[src/rtl/core/cts_pkg.sv]
// ----------------------------------------------------------------------------
// cts_pkg
// Token kinds, scanner modes, result types and a byte classifier for the token scanner.
// ----------------------------------------------------------------------------
package cts_pkg;

    localparam logic [3:0] K_IDENT   = 4'd0;
    localparam logic [3:0] K_INT     = 4'd1;
    localparam logic [3:0] K_FLOAT   = 4'd2;
    localparam logic [3:0] K_CHAR    = 4'd3;
    localparam logic [3:0] K_STRING  = 4'd4;
    localparam logic [3:0] K_OP      = 4'd5;
    localparam logic [3:0] K_DELIM   = 4'd6;
    localparam logic [3:0] K_DIR     = 4'd7;
    localparam logic [3:0] K_LINE    = 4'd8;
    localparam logic [3:0] K_BLOCK   = 4'd9;
    localparam logic [3:0] K_INVALID = 4'd10;

    localparam logic [3:0] M_NEW   = 4'd0;
    localparam logic [3:0] M_IDENT = 4'd1;
    localparam logic [3:0] M_NUM   = 4'd2;
    localparam logic [3:0] M_CHAR  = 4'd3;
    localparam logic [3:0] M_STR   = 4'd4;
    localparam logic [3:0] M_DIR   = 4'd5;
    localparam logic [3:0] M_LINE  = 4'd6;
    localparam logic [3:0] M_BLOCK = 4'd7;
    localparam logic [3:0] M_BAD   = 4'd8;
    localparam logic [3:0] M_PEND  = 4'd9;

    localparam logic RC_NUMERIC = 1'b0;
    localparam logic RC_PRINT   = 1'b1;

    localparam int MAX_RES = 3;

    // Relative start of an emitted token: from the token start register,
    // one past it, or the current byte.
    localparam logic [1:0] SRC_TOK  = 2'd0;
    localparam logic [1:0] SRC_TOK1 = 2'd1;
    localparam logic [1:0] SRC_POS  = 2'd2;

    // Length of an emitted token: the running count or a small constant.
    localparam logic [1:0] LEN_RUN = 2'd0;
    localparam logic [1:0] LEN_1   = 2'd1;
    localparam logic [1:0] LEN_2   = 2'd2;
    localparam logic [1:0] LEN_3   = 2'd3;

    typedef struct packed {
        logic       vld;
        logic [3:0] kind;
        logic [1:0] src;
        logic [1:0] len;
    } emit_t;

    typedef struct packed {
        logic       space;
        logic       digit;
        logic       alpha;
        logic       print;
        logic       punct;
        logic       delim;
        logic       op_lead;
    } cls_t;

    function automatic cls_t classify(input logic [7:0] c);
        cls_t r;
        r.space   = (c == 8'h20) || (c >= 8'h09 && c <= 8'h0D);
        r.digit   = (c >= "0" && c <= "9");
        r.alpha   = (c >= "A" && c <= "Z") || (c >= "a" && c <= "z");
        r.print   = (c >= 8'h20 && c <= 8'h7E);
        r.punct   = (c >= 8'h21 && c <= 8'h7E) && !(r.digit || r.alpha);
        r.delim   = (c == "(") || (c == ")") || (c == ":") || (c == ";") || (c == "[")
                 || (c == "]") || (c == "{") || (c == "}") || (c == ",");
        r.op_lead = (c == "!") || (c == "%") || (c == "*") || (c == "=") || (c == "^")
                 || (c == "&") || (c == "|") || (c == "+") || (c == "-") || (c == "/")
                 || (c == "<") || (c == ">") || (c == ".");
        return r;
    endfunction

endpackage

[src/rtl/core/cts_fsm.sv]
// ----------------------------------------------------------------------------
// cts_fsm
// Next-state and token-emit logic for one byte or end marker.
// ----------------------------------------------------------------------------
module cts_fsm (
    input  logic [3:0]          mode,
    input  logic                seen_dot,
    input  logic                prev_star,
    input  logic                prev_bs,
    input  logic                rcls,
    input  logic [7:0]          pend0,
    input  logic                pend2,
    input  logic [7:0]          c,
    input  logic                is_end,
    output logic [3:0]          mode_n,
    output logic                seen_dot_n,
    output logic                prev_star_n,
    output logic                prev_bs_n,
    output logic                rcls_n,
    output logic [7:0]          pend0_n,
    output logic                pend2_n,
    output logic                len_inc,
    output logic [1:0]          len_set,
    output logic                len_load,
    output logic                tok_at_pos,
    output cts_pkg::emit_t [2:0] em
);
    import cts_pkg::*;

    cls_t       k;
    logic       restart;
    logic       two;
    logic [1:0] n;

    always_comb begin
        k = classify(c);
        mode_n = mode;
        seen_dot_n = seen_dot;
        prev_star_n = prev_star;
        prev_bs_n = prev_bs;
        rcls_n = rcls;
        pend0_n = pend0;
        pend2_n = pend2;
        len_inc = 1'b0;
        len_set = 2'd0;
        len_load = 1'b0;
        tok_at_pos = 1'b0;
        restart = 1'b0;
        two = 1'b0;
        n = 2'd0;
        em = '0;

        if (is_end) begin
            unique case (mode)
                M_IDENT: begin em[0] = '{1'b1, K_IDENT, SRC_TOK, LEN_RUN}; end
                M_NUM: begin
                    em[0] = '{1'b1, seen_dot ? K_FLOAT : K_INT, SRC_TOK, LEN_RUN};
                end
                M_DIR: begin
                    em[0] = '{1'b1, K_INVALID, SRC_TOK, LEN_RUN};
                    len_inc = prev_bs;
                end
                M_CHAR, M_STR, M_LINE, M_BLOCK, M_BAD: begin
                    em[0] = '{1'b1, K_INVALID, SRC_TOK, LEN_RUN};
                end
                M_PEND: begin
                    if (pend2 && pend0 == ".") begin
                        em[0] = '{1'b1, K_OP, SRC_TOK, LEN_1};
                        em[1] = '{1'b1, K_OP, SRC_TOK1, LEN_1};
                    end else if (pend2) begin
                        em[0] = '{1'b1, K_OP, SRC_TOK, LEN_2};
                    end else begin
                        em[0] = '{1'b1, K_OP, SRC_TOK, LEN_1};
                    end
                end
                default: begin end
            endcase
            mode_n = M_NEW;
            seen_dot_n = 1'b0;
            prev_star_n = 1'b0;
            prev_bs_n = 1'b0;
            rcls_n = 1'b0;
            pend0_n = '0;
            pend2_n = 1'b0;
        end else begin
            unique case (mode)
                M_IDENT: begin
                    if (k.alpha || k.digit || c == "_") len_inc = 1'b1;
                    else begin
                        em[0] = '{1'b1, K_IDENT, SRC_TOK, LEN_RUN}; n = 2'd1; restart = 1'b1;
                    end
                end
                M_NUM: begin
                    if (c == ".") begin
                        if (seen_dot) begin mode_n = M_BAD; rcls_n = RC_NUMERIC; end
                        seen_dot_n = 1'b1;
                        len_inc = 1'b1;
                    end else if (k.digit) begin
                        len_inc = 1'b1;
                    end else if (k.alpha) begin
                        mode_n = M_BAD; rcls_n = RC_NUMERIC; len_inc = 1'b1;
                    end else begin
                        em[0] = '{1'b1, seen_dot ? K_FLOAT : K_INT, SRC_TOK, LEN_RUN};
                        n = 2'd1; restart = 1'b1;
                    end
                end
                M_CHAR, M_STR: begin
                    if ((mode == M_CHAR && c == "'") || (mode == M_STR && c == "\"")) begin
                        len_inc = 1'b1;
                        em[0] = '{1'b1, (mode == M_CHAR) ? K_CHAR : K_STRING, SRC_TOK,
                                  LEN_RUN};
                        mode_n = M_NEW;
                    end else if (c == 8'h0A) begin
                        em[0] = '{1'b1, K_INVALID, SRC_TOK, LEN_RUN}; n = 2'd1; restart = 1'b1;
                    end else len_inc = 1'b1;
                end
                M_DIR: begin
                    if (prev_bs && c == 8'h0A) begin
                        prev_bs_n = 1'b0;
                    end else if (c == "\\") begin
                        // A held backslash counts once the next byte is not a newline.
                        prev_bs_n = 1'b1;
                        len_inc = prev_bs;
                    end else if (c == 8'h0A) begin
                        em[0] = '{1'b1, K_DIR, SRC_TOK, LEN_RUN}; n = 2'd1; restart = 1'b1;
                    end else begin
                        prev_bs_n = 1'b0;
                        // Two increments when a backslash was held; handled as +2.
                        len_inc = 1'b1;
                        len_set = prev_bs ? 2'd2 : 2'd1;
                    end
                end
                M_LINE: begin
                    if (c == 8'h0A) begin
                        em[0] = '{1'b1, K_LINE, SRC_TOK, LEN_RUN}; n = 2'd1; restart = 1'b1;
                    end else len_inc = 1'b1;
                end
                M_BLOCK: begin
                    len_inc = 1'b1;
                    if (prev_star && c == "/") begin
                        em[0] = '{1'b1, K_BLOCK, SRC_TOK, LEN_RUN}; // length includes this byte
                        prev_star_n = 1'b0;
                        mode_n = M_NEW;
                    end else prev_star_n = (c == "*");
                end
                M_BAD: begin
                    if ((rcls == RC_NUMERIC) ? !(k.alpha || k.digit || c == ".") : k.print)
                    begin
                        em[0] = '{1'b1, K_INVALID, SRC_TOK, LEN_RUN}; n = 2'd1; restart = 1'b1;
                    end else len_inc = 1'b1;
                end
                M_PEND: begin
                    if (pend2) begin
                        pend2_n = 1'b0;
                        mode_n = M_NEW;
                        if (pend0 == ".") begin
                            if (c == ".") em[0] = '{1'b1, K_OP, SRC_TOK, LEN_3};
                            else begin
                                em[0] = '{1'b1, K_OP, SRC_TOK, LEN_1};
                                em[1] = '{1'b1, K_OP, SRC_TOK1, LEN_1};
                                n = 2'd2; restart = 1'b1;
                            end
                        end else begin
                            if (c == "=") em[0] = '{1'b1, K_OP, SRC_TOK, LEN_3};
                            else begin
                                em[0] = '{1'b1, K_OP, SRC_TOK, LEN_2}; n = 2'd1;
                                restart = 1'b1;
                            end
                        end
                    end else if (pend0 == "/" && c == "/") begin
                        mode_n = M_LINE; len_load = 1'b1; len_set = 2'd2;
                    end else if (pend0 == "/" && c == "*") begin
                        mode_n = M_BLOCK; len_load = 1'b1; len_set = 2'd2;
                        prev_star_n = 1'b0;
                    end else if ((pend0 == "<" || pend0 == ">" || pend0 == ".")
                                 && c == pend0) begin
                        pend2_n = 1'b1;
                    end else begin
                        priority case (pend0)
                            "&", "|", "+": two = (c == "=") || (c == pend0);
                            "-":           two = (c == "=") || (c == "-") || (c == ">");
                            ".":           two = 1'b0;
                            default:       two = (c == "=");
                        endcase
                        mode_n = M_NEW;
                        if (two) em[0] = '{1'b1, K_OP, SRC_TOK, LEN_2};
                        else begin
                            em[0] = '{1'b1, K_OP, SRC_TOK, LEN_1}; n = 2'd1; restart = 1'b1;
                        end
                    end
                end
                default: restart = 1'b1;
            endcase

            if (restart) begin
                mode_n = M_NEW;
                if (k.space) begin
                end else if (k.alpha || c == "_") begin
                    mode_n = M_IDENT; tok_at_pos = 1'b1;
                end else if (k.digit) begin
                    mode_n = M_NUM; tok_at_pos = 1'b1; seen_dot_n = 1'b0;
                end else if (c == "'") begin
                    mode_n = M_CHAR; tok_at_pos = 1'b1;
                end else if (c == "\"") begin
                    mode_n = M_STR; tok_at_pos = 1'b1;
                end else if (c == "#") begin
                    mode_n = M_DIR; tok_at_pos = 1'b1; prev_bs_n = 1'b0;
                end else if (k.delim) begin
                    em[n] = '{1'b1, K_DELIM, SRC_POS, LEN_1};
                end else if (k.op_lead) begin
                    mode_n = M_PEND; tok_at_pos = 1'b1; pend0_n = c; pend2_n = 1'b0;
                end else if (k.punct) begin
                    em[n] = '{1'b1, K_INVALID, SRC_POS, LEN_1};
                end else begin
                    mode_n = M_BAD; tok_at_pos = 1'b1; rcls_n = RC_PRINT;
                end
            end
        end
    end

endmodule

[src/rtl/core/c_like_token_scanner_core.sv]
// ----------------------------------------------------------------------------
// c_like_token_scanner_core
// Streaming C-like tokenizer: one source byte per word, up to three tokens out.
// ----------------------------------------------------------------------------
// The scanner takes one byte (or an end marker) per cycle while s_ready is
// high: the mode logic is a single combinational pass between the byte and the
// state registers. Each input word produces zero to three tokens, which are
// parked in a small result queue and drained one per cycle on the m_ side while
// m_ready is high; a token shows up on the m_ side in the cycle after the word
// that finishes it is accepted, if the queue held nothing older. The queue
// holds up to eight tokens; the s_ side is stalled only while fewer than three
// slots are free, so input runs at one byte per cycle as long as the consumer
// takes one token per cycle and the text does not yield more tokens than bytes.
// Lengths saturate at 2^LENGTH_BITS-1 and offsets wrap at 2^OFFSET_BITS; an end
// marker flushes the open token and restarts offsets at zero.
// ----------------------------------------------------------------------------
module c_like_token_scanner_core #(
    parameter int LENGTH_BITS = 16,
    parameter int OFFSET_BITS = 32
) (
    input  logic        aclk,
    input  logic        aresetn,
    input  logic        s_valid,
    output logic        s_ready,
    input  logic [7:0]  s_char_code,
    input  logic        s_is_end,
    output logic        m_valid,
    input  logic        m_ready,
    output logic [3:0]  m_token_kind,
    output logic [31:0] m_token_start,
    output logic [15:0] m_token_length,
    output logic        m_last_of_run
);
    import cts_pkg::*;

    localparam int QD = 8;
    localparam logic [LENGTH_BITS-1:0] LMAX = '1;

    typedef struct packed {
        logic [3:0]  kind;
        logic [31:0] start;
        logic [15:0] len;
        logic        last;
    } tok_t;

    // Scanner state.
    logic [3:0]             mode_reg;
    logic                   seen_dot_reg, prev_star_reg, prev_bs_reg, rcls_reg, pend2_reg;
    logic [7:0]             pend0_reg;
    logic [LENGTH_BITS-1:0] len_reg;
    logic [OFFSET_BITS-1:0] start_reg, pos_reg;

    logic [3:0]  mode_n;
    logic        seen_dot_n, prev_star_n, prev_bs_n, rcls_n, pend2_n, pend2_next;
    logic [7:0]  pend0_n;
    logic        len_inc, len_load, tok_at_pos;
    logic [1:0]  len_set;
    emit_t [2:0] em;

    cts_fsm u_fsm (
        .mode(mode_reg), .seen_dot(seen_dot_reg), .prev_star(prev_star_reg),
        .prev_bs(prev_bs_reg), .rcls(rcls_reg), .pend0(pend0_reg), .pend2(pend2_reg),
        .c(s_char_code), .is_end(s_is_end),
        .mode_n(mode_n), .seen_dot_n(seen_dot_n), .prev_star_n(prev_star_n),
        .prev_bs_n(prev_bs_n), .rcls_n(rcls_n), .pend0_n(pend0_n), .pend2_n(pend2_n),
        .len_inc(len_inc), .len_set(len_set), .len_load(len_load),
        .tok_at_pos(tok_at_pos), .em(em)
    );
    assign pend2_next = pend2_n;

    // Length including the increment for this byte; used both for the token
    // emitted now (closing quote, block end, end-marker backslash) and next.
    logic [LENGTH_BITS-1:0] len_now;
    always_comb begin
        len_now = len_reg;
        if (len_inc) begin
            if (len_set == 2'd2 && len_reg < LMAX - LENGTH_BITS'(1)) len_now = len_reg + 2'd2;
            else if (len_reg != LMAX) begin
                len_now = (len_set == 2'd2) ? LMAX : len_reg + 1'b1;
            end
        end
    end

    logic [LENGTH_BITS-1:0] len_sat16;
    assign len_sat16 = len_now;

    function automatic logic [15:0] lenf(input logic [1:0] l, input logic [LENGTH_BITS-1:0] r);
        unique case (l)
            LEN_RUN: lenf = 16'(r);
            LEN_1:   lenf = 16'd1;
            LEN_2:   lenf = 16'd2;
            default: lenf = 16'd3;
        endcase
    endfunction

    tok_t [2:0] tk;
    logic [1:0] cnt;
    always_comb begin
        cnt = 2'(32'(em[0].vld) + 32'(em[1].vld) + 32'(em[2].vld));
        for (int i = 0; i < MAX_RES; i++) begin
            tk[i].kind = em[i].kind;
            unique case (em[i].src)
                SRC_TOK:  tk[i].start = 32'(start_reg);
                SRC_TOK1: tk[i].start = 32'(start_reg + OFFSET_BITS'(1));
                default:  tk[i].start = 32'(pos_reg);
            endcase
            tk[i].len = lenf(em[i].len, len_sat16);
            tk[i].last = em[i].vld && (i == MAX_RES - 1 || !em[(i + 1) % MAX_RES].vld
                                       || i == 2);
        end
        if (em[1].vld) tk[0].last = 1'b0;
    end

    // Result queue.
    tok_t       q_mem [QD];
    logic [2:0] wp_reg, rp_reg;
    logic [3:0] qn_reg;
    logic       acc, pop;

    assign s_ready = (qn_reg <= 4'(QD - MAX_RES));
    assign acc     = s_valid && s_ready;
    assign m_valid = (qn_reg != 4'd0);
    assign pop     = m_valid && m_ready;
    assign m_token_kind   = q_mem[rp_reg].kind;
    assign m_token_start  = q_mem[rp_reg].start;
    assign m_token_length = q_mem[rp_reg].len;
    assign m_last_of_run  = q_mem[rp_reg].last;

    always_ff @(posedge aclk) begin
        if (acc) begin
            for (int i = 0; i < MAX_RES; i++) begin
                if (32'(i) < 32'(cnt)) q_mem[3'(wp_reg + 3'(i))] <= tk[i];
            end
        end
    end

    always_ff @(posedge aclk) begin
        if (!aresetn) begin
            wp_reg <= '0;
            rp_reg <= '0;
            qn_reg <= '0;
            mode_reg <= M_NEW;
            seen_dot_reg <= 1'b0;
            prev_star_reg <= 1'b0;
            prev_bs_reg <= 1'b0;
            rcls_reg <= 1'b0;
            pend0_reg <= '0;
            pend2_reg <= 1'b0;
            len_reg <= '0;
            start_reg <= '0;
            pos_reg <= '0;
        end else begin
            if (acc) wp_reg <= wp_reg + 3'(cnt);
            if (pop) rp_reg <= rp_reg + 3'd1;
            qn_reg <= qn_reg + (acc ? 4'(cnt) : 4'd0) - (pop ? 4'd1 : 4'd0);
            if (acc) begin
                mode_reg <= mode_n;
                seen_dot_reg <= seen_dot_n;
                prev_star_reg <= prev_star_n;
                prev_bs_reg <= prev_bs_n;
                rcls_reg <= rcls_n;
                pend0_reg <= pend0_n;
                pend2_reg <= pend2_next;
                if (s_is_end) begin
                    len_reg <= '0;
                    start_reg <= '0;
                    pos_reg <= '0;
                end else begin
                    pos_reg <= pos_reg + OFFSET_BITS'(1);
                    if (tok_at_pos) begin
                        start_reg <= pos_reg;
                        len_reg <= LENGTH_BITS'(1);
                    end else if (len_load) begin
                        len_reg <= LENGTH_BITS'(len_set);
                    end else begin
                        len_reg <= len_now;
                    end
                end
            end
        end
    end

endmodule

[config.mk]
export PLATFORM = sky130hd
export DESIGN_NAME = c_like_token_scanner_core
export DESIGN_NICKNAME = d
export VERILOG_FILES = /design/src/rtl/core/cts_pkg.sv /design/src/rtl/core/cts_fsm.sv /design/src/rtl/core/c_like_token_scanner_core.sv
export SDC_FILE = /design/constraint.sdc
export NUM_CORES = 1
export LEC_CHECK = 0
export BUFFER_PORTS_ARGS = -buffer_cell sky130_fd_sc_hd__buf_4
export CAP_MARGIN = 0
export CORE_MARGIN = 5
export CORE_UTILIZATION = 50
export DETAILED_ROUTE_END_ITERATION = 10
export MAX_ROUTING_LAYER = met4
export PLACE_DENSITY = 0.72
export SETUP_SLACK_MARGIN = 0.2
export SLEW_MARGIN = 5
export SYNTH_ARGS = -nofsm -noshare
export SYNTH_HDL_FRONTEND = slang
export SYNTH_SLANG_ARGS = --single-unit
[constraint.sdc]
create_clock -name aclk -period 6.8 [get_ports aclk]
set_input_delay 0.68 -clock aclk [delete_from_list [all_inputs] [get_ports aclk]]
set_output_delay 0.68 -clock aclk [all_outputs]
set_load 0.005 [all_outputs]
==> metrics.txt <==
crit-path max FO=37; post-CTS setup buffer count=0; Critical Path AT=approximately 5.9 ns; most common cell in the netlist=edfxtp_1; post-synthesis cell count=2681; Worst-path clk slew=approximately 0.07 ns; period utilisation layout=just over 80%; H-tree depth=2; DR WL/cell=29.37 microns; leading post-synthesis cells by cell area=edfxtp_1 (42%), mux4_2 (7.9%), dfxtp_1 (7.9%); initial core utilization=a little over 50%; clock sink count=534; Peak supply drop=0.2685 mV; CTS tree=done; First DRT Iteration DRCs=3669; FILL cells=around 4900; initial antenna violation count=0; worst slew pin tran=about 1.2 ns; Yosys cell types=99; cts repair resizes=0; sequential fraction of the synthesis area=49.46%; FP Rows=about 90; Diodes inserted=0; die area=approximately 0.065 sq mm; iteration count of the initial detailed-routing pass=7; Synth top area share=41.59%; gr ovfl total=0; syn nets=approximately 2700; clock latency on the worst-skew pair=0.64 ns; Pwr per Cell Area=253.9 mW/mm^2; P&R area growth vs syn=11.76%; Tot Pwr=8.521 mW; Max-cap violations=0; unrepaired setup endpoints after global routing=false; vias in the first global route=approximately 25000; WL met3=approximately 13000 microns; Die Wd=255.1 microns; ys flop type=edfxtp_1; Worst Setup Start Kind=register; fmax=0.1787 GHz; status=finished, final reports clean; dominant cell type by area after synthesis=edfxtp_1; nets=2723; Routability Congestion=0.9705; r2r setup slk=1.20 ns; routed via count=~25000; ys async rst share=0%; fraction of layout cells with a size suffix above 1=a little under a fifth; Worst setup EP type=register; uppermost layer routed=met4; WS Path Type=reg -> reg; DP HPWL=62960 microns; Residual DRC=0; EDFF count, synth=416; pin count of the biggest net entering global routing=88; CTS Buf Count=57; minimum clock period=between 5 and 6 ns; Routed Antenna Nets=0; Mean Syn Cell Area=11.20 sq um; CORE AREA=0.05924 sq mm; WL met1=38710 microns; Via density=7.173; Setup-failing EPs final=0; Rel. slew slack=18.06%; setup TNS=0 ns; first-pass GRT wire length=153500 microns; Hold Buf Count CTS=0; I/O Buffers=67; Commonest cells post-synth=edfxtp_1 (416), nand2_1 (370), o221ai_1 (251); total track usage=31.79%; CTS Root Cell=clkbuf_16; I/O pin total=68; clock skew=0.03793 ns; clk buf depth=3; P_leak=11.40 nW; Slew Limit Fails=0; Post-Syn Area=about 0.030 sq mm; max reg flops=424; hold crit path type=in -> reg; met2 WL=47470 microns; Synth Warn #=0; Routed WL=103200 microns; Die Span Y=255.1 microns; Final Hold Fails=0; Yosys reg bits=about 530; critical path required time=7.13 ns
-- through the flow --
step	area [sq um]	worst slack, ns	hold slack, ns	util [%]	instances
2_1_floorplan	30040	0.4853	0.4478	-	2681
3_3_place_gp	31690	0.9190	0.4706	53.50	3407
3_5_place_dp	31690	0.8043	0.4875	53.50	3407
4_1_cts	33570	1.398	0.3164	56.66	3515
5_1_grt	33570	0.9161	0.3604	56.66	3515
6_report	33570	1.204	0.3517	56.66	3515
-- placed cells by master (no fill, tap or decap), drive strengths merged, types with 18 or more instances in the layout --
cell    netlist  layout
a21oi        63      63
a22o         59      59
a22oi        22      22
and3         18      18
buf          54     182
clkbuf      175      78
clkinv        1      22
dfxtp       118     118
edfxtp      416     416
inv          28      32
mux2         86      86
mux2i        83      83
mux4        106     106
nand2       370     370
nand3        56      56
nand4        21      21
nor2        159     159
nor3        158     158
nor4         21      21
o21ai        85      85
o221ai      251     251
xnor2        28      28
xor2         48      48
-- power breakdown --
part / internal [mW] / switching, mW
Combinational: 0.869 / 0.834
Sequential: 3.56 / 0.121
Clock: 1.80 / 1.34
Total: 6.23 / 2.29
-- worst max-delay path: stages, from the launching register on --
cell and delay [ns]:
dfxtp_1 0.75, nor2_1 0.25, nand3_1 0.30, nand3b_1 0.17, o21ai_0 0.14, a311o_1 0.46
o21a_1 0.26, nor2_1 0.14, fa_1 0.40, nor2_1 0.13, and2_1 0.23, nand2_1 0.13
buf_4 0.57, nor2_1 0.19, a221oi_2 1.04, nor3_1 0.10
-- area by class of cell --
| cell class | count | area (sq um) | share of cell area, % |
|---|---|---|---|
| tap | 773 | 967.2 | 2.881 |
| clock inverter | 30 | 272.8 | 0.8126 |
| multi-input combinational | 1889 | 14260 | 42.49 |
| sequential | 534 | 14870 | 44.29 |
| timing repair buffer | 182 | 1491 | 4.443 |
| clock buffer | 78 | 1599 | 4.764 |
| inverter | 29 | 108.9 | 0.3243 |
-- metal layers --
metal / vias to the layer above / track usage [%]
met5: - / -
met4: 0 / 12.13
met3: 388 / 7.713
met2: 1898 / 48.87
met1: 12260 / 41.25
li1: 10670 / -
-- logic make-up after synthesis --
kind of cell | after synthesis | share of synthesized area [%]
buf+inv | 258 | 3.503
xor+xnor | 76 | 2.216
simple gates | 909 | 14.27
mux | 275 | 13.95
fa+ha+maj | 18 | 0.8165
compound gates | 611 | 15.78
flops | 534 | 49.46
-- final timing paths --
check               from      endpoint  cells past startpoint
max          mode_reg[1]   q_mem[0][3]                     15
min              aresetn  pend0_reg[7]                      3
min reg2reg  len_reg[11]   len_reg[11]                      2
max reg2reg  mode_reg[1]   q_mem[0][3]                     15
No activity file was read; power rests on OpenSTA's default activity.
